## src/sv/rdwr_pkg.sv

```systemverilog
// Shared types, constants and state encoding for the random draw block.
package rdwr_pkg;

    localparam int WORD_W       = 32;
    localparam int VAL_W        = 8;
    localparam int CNT_W        = 9;
    localparam int DEF_MAX_POOL = 256;

    localparam logic [CNT_W-1:0] POOL_SIZE_RESET = 9'd256;

    // Opcode values
    localparam logic OP_DRAW    = 1'b0;
    localparam logic OP_RESTART = 1'b1;

    typedef struct packed {
        logic              opcode;
        logic [WORD_W-1:0] random_word;
    } in_t;

    typedef struct packed {
        logic [VAL_W-1:0] picked_value;
        logic             pool_empty;
        logic [CNT_W-1:0] entries_left;
    } out_t;

    typedef enum logic [2:0] {
        ST_FILL,
        ST_IDLE,
        ST_DIV,
        ST_RD_POS,
        ST_RD_LAST,
        ST_WR_POS,
        ST_WR_LAST,
        ST_DONE
    } state_t;

endpackage

```

## src/sv/rdwr_ram.sv

```systemverilog
// Generic single-write, single-read RAM with registered read data.
module rdwr_ram #(
    parameter int WIDTH = 8,
    parameter int DEPTH = 256
) (
    input  logic                     aclk,
    input  logic                     we,
    input  logic [$clog2(DEPTH)-1:0] waddr,
    input  logic [WIDTH-1:0]         wdata,
    input  logic [$clog2(DEPTH)-1:0] raddr,
    output logic [WIDTH-1:0]         rdata
);

    logic [WIDTH-1:0] mem [DEPTH];
    logic [WIDTH-1:0] rdata_reg;

    // Write port and registered read port
    always_ff @(posedge aclk) begin
        if (we) begin
            mem[waddr] <= wdata;
        end
        rdata_reg <= mem[raddr];
    end

    assign rdata = rdata_reg;

endmodule

```

## src/sv/rdwr_divider.sv

```systemverilog
// Restoring divider, one quotient bit per cycle; only the remainder is kept.
module rdwr_divider (
    input  logic                         aclk,
    input  logic                         aresetn,
    input  logic                         start,
    input  logic [rdwr_pkg::WORD_W-1:0]  dividend,
    input  logic [rdwr_pkg::CNT_W-1:0]   divisor,
    output logic                         done,
    output logic [rdwr_pkg::CNT_W-1:0]   remainder
);

    import rdwr_pkg::*;

    localparam int STEP_W = $clog2(WORD_W);

    logic              busy_reg,  busy_next;
    logic              done_reg,  done_next;
    logic [STEP_W-1:0] step_reg,  step_next;
    logic [WORD_W-1:0] shift_reg, shift_next;
    logic [CNT_W-1:0]  rem_reg,   rem_next;
    logic [CNT_W-1:0]  div_reg,   div_next;
    logic [CNT_W:0]    trial;
    logic [CNT_W:0]    diff;

    // Shift in the next dividend bit and try the subtraction
    assign trial = {rem_reg, shift_reg[WORD_W-1]};
    assign diff  = trial - {1'b0, div_reg};

    always_comb begin
        busy_next  = busy_reg;
        done_next  = 1'b0;
        step_next  = step_reg;
        shift_next = shift_reg;
        rem_next   = rem_reg;
        div_next   = div_reg;
        if (start) begin
            busy_next  = 1'b1;
            step_next  = '0;
            shift_next = dividend;
            rem_next   = '0;
            div_next   = divisor;
        end else if (busy_reg) begin
            shift_next = {shift_reg[WORD_W-2:0], 1'b0};
            step_next  = step_reg + 1'b1;
            if (trial >= {1'b0, div_reg}) begin
                rem_next = diff[CNT_W-1:0];
            end else begin
                rem_next = trial[CNT_W-1:0];
            end
            if (step_reg == STEP_W'(WORD_W - 1)) begin
                busy_next = 1'b0;
                done_next = 1'b1;
            end
        end
    end

    always_ff @(posedge aclk) begin
        if (!aresetn) begin
            busy_reg <= 1'b0;
            done_reg <= 1'b0;
            step_reg <= '0;
        end else begin
            busy_reg <= busy_next;
            done_reg <= done_next;
            step_reg <= step_next;
        end
        shift_reg <= shift_next;
        rem_reg   <= rem_next;
        div_reg   <= div_next;
    end

    assign done      = done_reg;
    assign remainder = rem_reg;

endmodule

```

## src/sv/random_draw_without_replacement.sv

```systemverilog
// Top level: draw sequencer, pool store and result register.
//
//  channel   | direction | handshake           | payload
//  s_        | in        | s_valid / s_ready   | s_data   (opcode, random_word)
//  m_        | out       | m_valid / m_ready   | m_data   (picked_value, pool_empty,
//            |           |                     |           entries_left)
//  cfg_      | in        | cfg_valid/cfg_ready | cfg_data (pool_size)
//
// A draw runs the restoring divider (one bit per cycle of the 32-bit word), then the
// read-swap-write on the store (RD_POS, RD_LAST, WR_POS, WR_LAST), plus accept and
// result load. A draw on an empty pool skips the divider and the store.
// A restart, and the pass after reset, rewrite every store entry, one per cycle,
// with s_ready low. cfg_ready is always high.
// A held result stalls only the result load; the block waits in that step.
module random_draw_without_replacement #(
    parameter int MAX_POOL = rdwr_pkg::DEF_MAX_POOL
) (
    input  logic                       aclk,
    input  logic                       aresetn,
    input  logic                       s_valid,
    output logic                       s_ready,
    input  rdwr_pkg::in_t              s_data,
    output logic                       m_valid,
    input  logic                       m_ready,
    output rdwr_pkg::out_t             m_data,
    input  logic                       cfg_valid,
    output logic                       cfg_ready,
    input  logic [rdwr_pkg::CNT_W-1:0] cfg_data
);

    import rdwr_pkg::*;

    localparam int AW    = $clog2(MAX_POOL);
    localparam int EXT_W = (AW > CNT_W) ? AW : CNT_W;
    localparam logic [CNT_W-1:0] RESET_COUNT =
        (MAX_POOL < 256) ? CNT_W'(MAX_POOL) : POOL_SIZE_RESET;

    state_t            state_reg, state_next;
    logic [CNT_W-1:0]  pool_size_reg;
    logic [CNT_W-1:0]  count_reg;
    logic [AW-1:0]     fill_reg;
    logic              restart_reg;
    logic [AW-1:0]     pos_reg;
    logic [AW-1:0]     last_reg;
    logic [VAL_W-1:0]  hit_reg;
    logic [VAL_W-1:0]  picked_reg;
    logic              empty_reg;
    logic              m_valid_reg;
    out_t              m_data_reg;

    logic [CNT_W-1:0]  eff_size;
    logic [CNT_W-1:0]  count_dec;
    logic [EXT_W-1:0]  pos_ext;
    logic [EXT_W-1:0]  last_ext;
    logic              accept;
    logic              out_load;
    logic              fill_end;

    logic              div_start;
    logic              div_done;
    logic [CNT_W-1:0]  div_rem;

    logic              ram_we;
    logic [AW-1:0]     ram_waddr;
    logic [VAL_W-1:0]  ram_wdata;
    logic [AW-1:0]     ram_raddr;
    logic [VAL_W-1:0]  ram_rdata;

    // Count after a restart, saturated at the store depth
    assign eff_size  = (32'(pool_size_reg) > 32'(MAX_POOL)) ? CNT_W'(MAX_POOL)
                                                             : pool_size_reg;
    assign count_dec = count_reg - 1'b1;
    assign pos_ext   = EXT_W'(div_rem);
    assign last_ext  = EXT_W'(count_dec);

    assign accept    = s_valid && s_ready;
    assign out_load  = (state_reg == ST_DONE) && (!m_valid_reg || m_ready);
    assign fill_end  = (fill_reg == AW'(MAX_POOL - 1));

    // Next state
    always_comb begin
        state_next = state_reg;
        case (state_reg)
            ST_FILL: begin
                if (fill_end) begin
                    state_next = restart_reg ? ST_DONE : ST_IDLE;
                end
            end
            ST_IDLE: begin
                if (accept) begin
                    if (s_data.opcode == OP_RESTART) begin
                        state_next = ST_FILL;
                    end else if (count_reg == '0) begin
                        state_next = ST_DONE;
                    end else begin
                        state_next = ST_DIV;
                    end
                end
            end
            ST_DIV: begin
                if (div_done) begin
                    state_next = ST_RD_POS;
                end
            end
            ST_RD_POS:  state_next = ST_RD_LAST;
            ST_RD_LAST: state_next = ST_WR_POS;
            ST_WR_POS:  state_next = ST_WR_LAST;
            ST_WR_LAST: state_next = ST_DONE;
            ST_DONE: begin
                if (out_load) begin
                    state_next = ST_IDLE;
                end
            end
            default:    state_next = ST_IDLE;
        endcase
    end

    // Store, divider and handshake controls
    always_comb begin
        s_ready   = 1'b0;
        div_start = 1'b0;
        ram_we    = 1'b0;
        ram_waddr = fill_reg;
        ram_wdata = VAL_W'(fill_reg);
        ram_raddr = pos_reg;
        case (state_reg)
            ST_FILL: begin
                ram_we = 1'b1;
            end
            ST_IDLE: begin
                s_ready   = 1'b1;
                div_start = s_valid && (s_data.opcode == OP_DRAW) && (count_reg != '0);
            end
            ST_RD_POS: begin
                ram_raddr = pos_reg;
            end
            ST_RD_LAST: begin
                ram_raddr = last_reg;
            end
            ST_WR_POS: begin
                ram_we    = 1'b1;
                ram_waddr = pos_reg;
                ram_wdata = ram_rdata;
            end
            ST_WR_LAST: begin
                ram_we    = 1'b1;
                ram_waddr = last_reg;
                ram_wdata = hit_reg;
            end
            default: begin
                ram_we = 1'b0;
            end
        endcase
    end

    // Sequencer state, pool count and configuration
    always_ff @(posedge aclk) begin
        if (!aresetn) begin
            state_reg     <= ST_FILL;
            pool_size_reg <= POOL_SIZE_RESET;
            count_reg     <= RESET_COUNT;
            fill_reg      <= '0;
            restart_reg   <= 1'b0;
            m_valid_reg   <= 1'b0;
        end else begin
            state_reg <= state_next;
            if (cfg_valid && cfg_ready) begin
                pool_size_reg <= cfg_data;
            end
            if (state_reg == ST_FILL) begin
                fill_reg <= fill_end ? '0 : fill_reg + 1'b1;
            end
            if (accept && (s_data.opcode == OP_RESTART)) begin
                count_reg   <= eff_size;
                restart_reg <= 1'b1;
            end else if (accept) begin
                restart_reg <= 1'b0;
            end
            if (state_reg == ST_WR_LAST) begin
                count_reg <= count_dec;
            end
            // Hold the result until taken; load the next one when free
            if (out_load) begin
                m_valid_reg <= 1'b1;
            end else if (m_ready) begin
                m_valid_reg <= 1'b0;
            end
        end
    end

    // Draw datapath
    always_ff @(posedge aclk) begin
        if (accept) begin
            picked_reg <= '0;
            empty_reg  <= (s_data.opcode == OP_DRAW) && (count_reg == '0);
            last_reg   <= last_ext[AW-1:0];
        end
        if ((state_reg == ST_DIV) && div_done) begin
            pos_reg <= pos_ext[AW-1:0];
        end
        if (state_reg == ST_RD_LAST) begin
            hit_reg <= ram_rdata;
        end
        if (state_reg == ST_WR_LAST) begin
            picked_reg <= hit_reg;
        end
        if (out_load) begin
            m_data_reg.picked_value <= picked_reg;
            m_data_reg.pool_empty   <= empty_reg;
            m_data_reg.entries_left <= count_reg;
        end
    end

    rdwr_divider u_divider (
        .aclk      (aclk),
        .aresetn   (aresetn),
        .start     (div_start),
        .dividend  (s_data.random_word),
        .divisor   (count_reg),
        .done      (div_done),
        .remainder (div_rem)
    );

    rdwr_ram #(
        .WIDTH (VAL_W),
        .DEPTH (MAX_POOL)
    ) u_store (
        .aclk  (aclk),
        .we    (ram_we),
        .waddr (ram_waddr),
        .wdata (ram_wdata),
        .raddr (ram_raddr),
        .rdata (ram_rdata)
    );

    assign cfg_ready = 1'b1;
    assign m_valid   = m_valid_reg;
    assign m_data    = m_data_reg;

    // The live count never exceeds the store depth
    a_count_range: assert property (@(posedge aclk) disable iff (!aresetn)
        32'(count_reg) <= 32'(MAX_POOL))
        else $error("pool count above store depth");

    // A division only runs on a non-empty pool
    a_div_nonempty: assert property (@(posedge aclk) disable iff (!aresetn)
        (state_reg == ST_DIV) |-> (count_reg != '0))
        else $error("divider running on empty pool");

    // The store is written only by the fill pass or the swap
    a_store_write: assert property (@(posedge aclk) disable iff (!aresetn)
        ram_we |-> (state_reg == ST_FILL || state_reg == ST_WR_POS
                    || state_reg == ST_WR_LAST))
        else $error("unexpected store write");

    // A swap lowers the count by one
    a_count_step: assert property (@(posedge aclk) disable iff (!aresetn)
        (state_reg == ST_WR_LAST) |=> (count_reg == $past(count_reg) - 1'b1))
        else $error("count not lowered after draw");

endmodule

```

## config.mk

```make
export PLATFORM = sky130hd
export DESIGN_NAME = random_draw_without_replacement
export DESIGN_NICKNAME = d
export VERILOG_FILES = /design/src/sv/rdwr_pkg.sv /design/src/sv/rdwr_ram.sv /design/src/sv/rdwr_divider.sv /design/src/sv/random_draw_without_replacement.sv
export SDC_FILE = /design/constraint.sdc
export NUM_CORES = 2
export LEC_CHECK = 0
export BUFFER_PORTS_ARGS = -buffer_cell sky130_fd_sc_hd__buf_2
export CORE_MARGIN = 2
export CORE_UTILIZATION = 55
export DETAILED_ROUTE_END_ITERATION = 8
export GPL_ROUTABILITY_DRIVEN = 0
export GPL_TIMING_DRIVEN = 0
export PLACE_DENSITY = 0.8
export SETUP_SLACK_MARGIN = 0.05
export SYNTH_ARGS = -nofsm -noshare
export SYNTH_HDL_FRONTEND = slang
export SYNTH_HIERARCHICAL = 1
export SYNTH_SLANG_ARGS = --single-unit
```

## constraint.sdc

```tcl
create_clock -name aclk -period 6.2 [get_ports aclk]
set_clock_uncertainty 0.05 [all_clocks]
set_input_delay 1.24 -clock aclk [delete_from_list [all_inputs] [get_ports aclk]]
set_output_delay 1.24 -clock aclk [all_outputs]
set_load 0.005 [all_outputs]
```

Word level (Yosys, flattened, before mapping)
Memories as Yosys holds them, arrays and structs flattened. A register that Yosys moved wholly into a read port is not among the register bits. Cells that the tools add are included.

Add/subtract/negate cells: 4. $lt $le $gt $ge: 2. Eq/ne operators: 13. Mux-type cells: 33. Bitwise operators: 3. Reductions and logical operators: 21.

Operator list (number): 2-to-1 mux 32 bit (2); 2-to-1 mux 9 bit (4); 2-to-1 mux 8 bit (4); one-hot mux 8 bit (2 select lines) (2); one-hot mux 3 bit (8 select lines) (1); 2-to-1 mux 3 bit (7); 2-to-1 mux 1 bit (13); equality test 3 bit (second input constant) (4); greater-or-equal comparator 10 x 9 -> 1 bit (1); nonzero test 2 bit (5); > comparator 9 bit (second input constant) (1); logical NOT 9 bit (1); nonzero test 9 bit (1); subtractor 9 x 1 -> 9 bit (second input constant) (1); subtractor 9 bit (1); adder 8 x 1 -> 8 bit (second input constant) (1); equality test 8 bit (second input constant) (1); logical AND 1 bit (7); equality test 3 x 2 -> 1 bit (second input constant) (2); != test 2 bit (second input constant) (3); OR reduction 3 bit (2); adder 5 x 1 -> 5 bit (second input constant) (1); equality test 5 bit (second input constant) (1); AND reduction 4 bit (1); 7 further kinds (9).

Register bits after elaboration: 139. Memory bits (writable): 2048. Input port bits: 47. Output and inout port bits: 21. Word-level logic and storage cells: 97. Memories kept: 1.

Memory list: u_store.mem (words 256, bits a word 8, read ports 1, clocked after memory_dff 1, wr ports 1, RTL line rdwr_ram.sv:14) `logic [WIDTH-1:0] mem [DEPTH];`.

Longest topological paths before layout
Word-level depth: 6. Mapped depth: 15. Mapped depth without buffers: 9.

Cells and area by module
Netlist, hierarchy kept.

By module, submodules not included: rdwr_ram (times used 1, cells each 3733, area an instance 79556.3 um^2); random_draw_without_replacement (times used 1, cells each 307, area an instance 3626.0 um^2); rdwr_divider (times used 1, cells each 214, area an instance 2753.9 um^2).

Worst setup path after synthesis
No wires, ideal clock.

Kind: register to register. Start: register state_reg[0]. End: memory u_store.mem[0][0] (data pin). Library setup time: 798 ps. Arrival: 4125 ps. Data required time: 5352 ps. Setup slack: 1227 ps. Stages on the path, launching flop included: 6. Path buffers: 3. Period minus slack after synthesis: 4973 ps. Cells stage by stage: dfxtp_1 -> buf_2 -> and3b_1 -> clkbuf_1 -> clkbuf_1 -> a211o_1.

Word-level cells in the longest chain between the ends: 2. Elaborated cells between the ends (all ways): 3. Classes of those cells: 2 x eq/ne; 1 x mux.

RTL lines: start, declared (RTL line random_draw_without_replacement.sv:38) `state_t state_reg, state_next;`; start signal, assigned (RTL line random_draw_without_replacement.sv:166) `state_reg <= state_next;`; equality test 3 bit (RTL line random_draw_without_replacement.sv:126) `case (state_reg)`; one-hot mux 8 bit (2 select lines) (*) (RTL line random_draw_without_replacement.sv:126); via ram_wdata[0] (RTL line random_draw_without_replacement.sv:65) `logic [VAL_W-1:0] ram_wdata;`; end, declared (RTL line rdwr_ram.sv:14).

Mark *: on every way through the listed nets, which the timed path passes. The rest lies on a longest branch.

Worst setup path after layout
Start: register state_reg[1]. End: register u_store.rdata_reg[6] (netlist: u_store/rdata[6]), read port of u_store.mem.

Word-level cells in the longest chain between the ends: 2.

RTL lines: equality test 3 bit (RTL line random_draw_without_replacement.sv:126); 2-to-1 mux 8 bit (RTL line random_draw_without_replacement.sv:126); via ram_raddr[1] (RTL line random_draw_without_replacement.sv:66) `logic [AW-1:0] ram_raddr;`; end, declared (RTL line rdwr_ram.sv:15) `logic [WIDTH-1:0] rdata_reg;`.

The timed path passes the listed nets, and every way through them passes these cells. A chain may end at the register's enable or synchronous reset.

==> results.tsv <==
stage	metric	value	unit
final_layout	largest_reg_flops	2048	
synth	avgSynthCellArea	20.20	um2
synth	synth_nets	4315	
global_route	grt_overflow	0	
place	pre_cts_ws	-233.9	ps
worst_setup_path	timing.rr.end	u_store/rdata[6]$_DFF_P_	
sta	slew_violations	16	
final_layout	area_growth	11.75	%
clocking	clk_pin_slew	70	ps
clocking	clock_path_buffers	3	
clocking	cts_tree	built	
detailed_routing	drt_iter0_drc	9494	
flow_run	maxCapViolCount	4	
power	vdd.ir_drop.worst	343.5	uV
synth	synthCells	4254	
min_path	hold_path_class	reg2reg	
min_path	min-delay-start	picked_reg[5]$_SDFFCE_PN0P_	
global_route	grt_pass1_vias	47270	
worst_setup_path	cp.required	6770	ps
power	p_comb_share	16.7	%
die	initial_core_util	55.21	%
final_layout	seq_area	65360	um2
place	dpl_cell_area	89510	um2
final_layout	multiInputGateArea	19070	um2
detailed_routing	vias	48640	
place	placed_cells	6399	
synth	synth.distinct_cells	82	
worst_setup_path	r2r_start	state_reg[1]$_SDFFE_PN0P_	
worst_setup_path	arrival	7000	ps
worst_setup_path	reg2reg_depth	13	
global_route	grt_max_degree	105	
global_route	grtUsageTotal	32.22	%
die	ios	68	
sta	worstMarginPinSlew	1609	ps
detailed_routing	drc	1	
power	seqPwrFrac	49.0	%
die	dieArea	159400	um2
clocking	cts-htree-levels	4	
die	fp.dieW	399.3	um
sta	finalCritPeriodShare	103.7	%
sta	fmax	155.5	MHz
power	power_switching	9.781	mW
worst_setup_path	critPathLaunch	state_reg[1]$_SDFFE_PN0P_	
sta	fin_hold_ws	375.4	ps
synth	syn_area	85940	um2
min_path	min_path_cells	0	
final_layout	final_util	61.69	%
power	p_int	25.62	mW
worst_setup_path	endpoint_kind	flip-flop	
sta	setup_violations	7	
synth	synthArstFlopShare	0	%
sta	setup_ws	-229.0	ps
synth	synth_ff_type	edfxtp_1	
worst_setup_path	cp_max_fo	16	
power	powerDensity	368.6	nW/um2
power	leakagePower	30.40	nW
worst_setup_path	r2r_setup_slack	-230	ps
clocking	cts_made_buffers	198	
detailed_routing	drt-pass1-iter-count	9	
die	die-height	399.3	um
global_route	antenna_found_initial	18	
status	status	finished, violations left	
detailed_routing	finalWirelength	255500	um
power	clockPowerShare	34.3	%
sta	rsz0062_at_grt	true	
global_route	grt_pass1_wl	354600	um
final_layout	final_nets	4603	
final_layout	fillers	10130	
die	rows	145	
detailed_routing	vias_per_cell	7.175	
worst_setup_path	crit_type	reg2reg	
die	core-area	155700	um2
synth	synth_warnings	6	
synth	ys_seq_area_share	76.06	%
clocking	clock-sinks	2195	
min_path	whs_endpoint	m_data[15]$_DFFE_PP_	
status	failed_checks	design-rule violations, max-capacitance violations, max-slew violations, negative setup slack	
clocking	cts_hold_buf	0	
synth	synth_edf_count	2140	
clocking	root_buffer	clkbuf_16	
sta	hold_viol	0	
sta	slew_headroom	-7.296	%
final_layout	drive_above_1_share	22.23	%
detailed_routing	wl_per_cell	37.68	um
place	dp_hpwl	161000	um
sta	post-route-min-period	6429	ps
place	io_buffer_count	65	
worst_setup_path	start_kind	flip-flop	
power	power.share.switching	27.63	%
synth	synth-seq-cells	2195	
final_layout	final_area	96030	um2
detailed_routing	ant_nets	0	
final_layout	fin_cells	6779	
clocking	clk_latency	840	ps
[synth_stat cells (all sizes together) (9+ instances only)]
cell | instances | share of area, %
mux4 | 456 | 12
a221o | 9 | 0.10
o221ai | 47 | 0.49
nor4 | 31 | 0.25
a221oi | 15 | 0.16
nand3 | 42 | 0.24
nor3 | 31 | 0.18
xor2 | 11 | 0.11
dfxtp | 55 | 1.3
edfxtp | 2140 | 75
o22ai | 30 | 0.22
a21oi | 107 | 0.62
and2 | 24 | 0.17
buf | 129 | 1.3
o211ai | 13 | 0.11
nor2b | 33 | 0.24
a211oi | 22 | 0.20
ha | 13 | 0.19
o21ai | 28 | 0.16
inv | 25 | 0.11
a22oi | 135 | 1.2
a2111oi | 9 | 0.10
nand4 | 17 | 0.12
nor2 | 319 | 1.4
nand2 | 59 | 0.26
a211o | 9 | 0.092
mux2 | 40 | 0.52
nand2b | 11 | 0.080
clkbuf | 131 | 0.57
mux2i | 150 | 1.7
[layout make-up]
| cell class | count | area share (%) |
|---|---|---|
| antenna | 15 | 0.03909 |
| buffer | 260 | 1.678 |
| clock buffer | 230 | 5.307 |
| clock inverter | 134 | 1.315 |
| inverter | 26 | 0.1016 |
| multi-input combinational | 1773 | 19.86 |
| sequential | 2195 | 68.06 |
| tap | 2058 | 2.681 |
| timing repair buffer | 88 | 0.9563 |
[cell usage in the layout (no fill, tap or decap), drive strengths merged, types with 47 or more instances in the layout]
cell,n
edfxtp,2140
mux4,456
clkbuf,361
nor2,319
buf,215
mux2i,150
a22oi,135
a21oi,107
clkinv,97
nand2,59
dfxtp,55
o221ai,47
[how the worst max path moves through the flow]
| stage | end | cells after the start |
|---|---|---|
| after floorplan | u_store/mem[0][0]$_DFFE_PP_ | 5 |
| after global placement | u_store/mem[236][2]$_DFFE_PP_ | 6 |
| after detailed placement | u_store/rdata[5]$_DFF_P_ | 13 |
| after CTS | u_store/rdata[2]$_DFF_P_ | 13 |
| after global routing | u_store/rdata[5]$_DFF_P_ | 13 |
| final | u_store/rdata[6]$_DFF_P_ | 13 |
[power by group through the flow]
stage	Clock, mW	Combinational [mW]	Sequential, mW
CTS	12.2	5.57	17.3
finish	12.1	5.93	17.3
global placement	0	5.15	18.0
detailed placement	0	5.47	17.6
floorplan	0	3.11	17.7
global route	12.7	5.92	17.3
[worst max-delay path, stage by stage, from the launching register on]
cell      delay, ps
dfxtp_1         350
buf_2           210
nor3b_1         190
clkbuf_1        730
mux2_2          340
buf_2           200
buf_4           320
buf_2           430
buf_1           930
mux4_2          450
a22oi_1         200
a21oi_1         200
nor4_1         1310
nor4_2          270
[layer usage]
metal	track usage, %	up-vias	wire [um]
met5	0.4843	-	135
met1	39.14	24410	78180
met4	22.42	8	22330
li1	-	18240	-
met2	47.61	4858	113900
met3	12.57	1128	40950
[stage by stage]
| step | total power [mW] | setup TNS, ps |
|---|---|---|
| finish | 35.40 | -1184 |
| global placement | 23.13 | -4902780 |
| global route | 35.93 | -17.28 |
| detailed placement | 23.09 | -507.7 |
| floorplan | 20.83 | 0 |
| CTS | 35.05 | 0 |
[logic make-up after synthesis]
logic type,count (synthesis),share of synthesized area [%]
AO/OA/AOI/OAI,483,4.026
XOR/XNOR,18,0.1835
adder cells (fa/ha/maj),14,0.2126
buffers and inverters,286,1.936
flip-flops,2195,76.06
multiplexers,646,14.23
other,1,0.004364
AND/OR/NAND/NOR,611,3.347
[repair_timing]
action	CTS	global route
resized for setup	9	27
buffers inserted	0	0
endpoints found under the setup margin	6	8
Power figures use the tool's default switching activity.
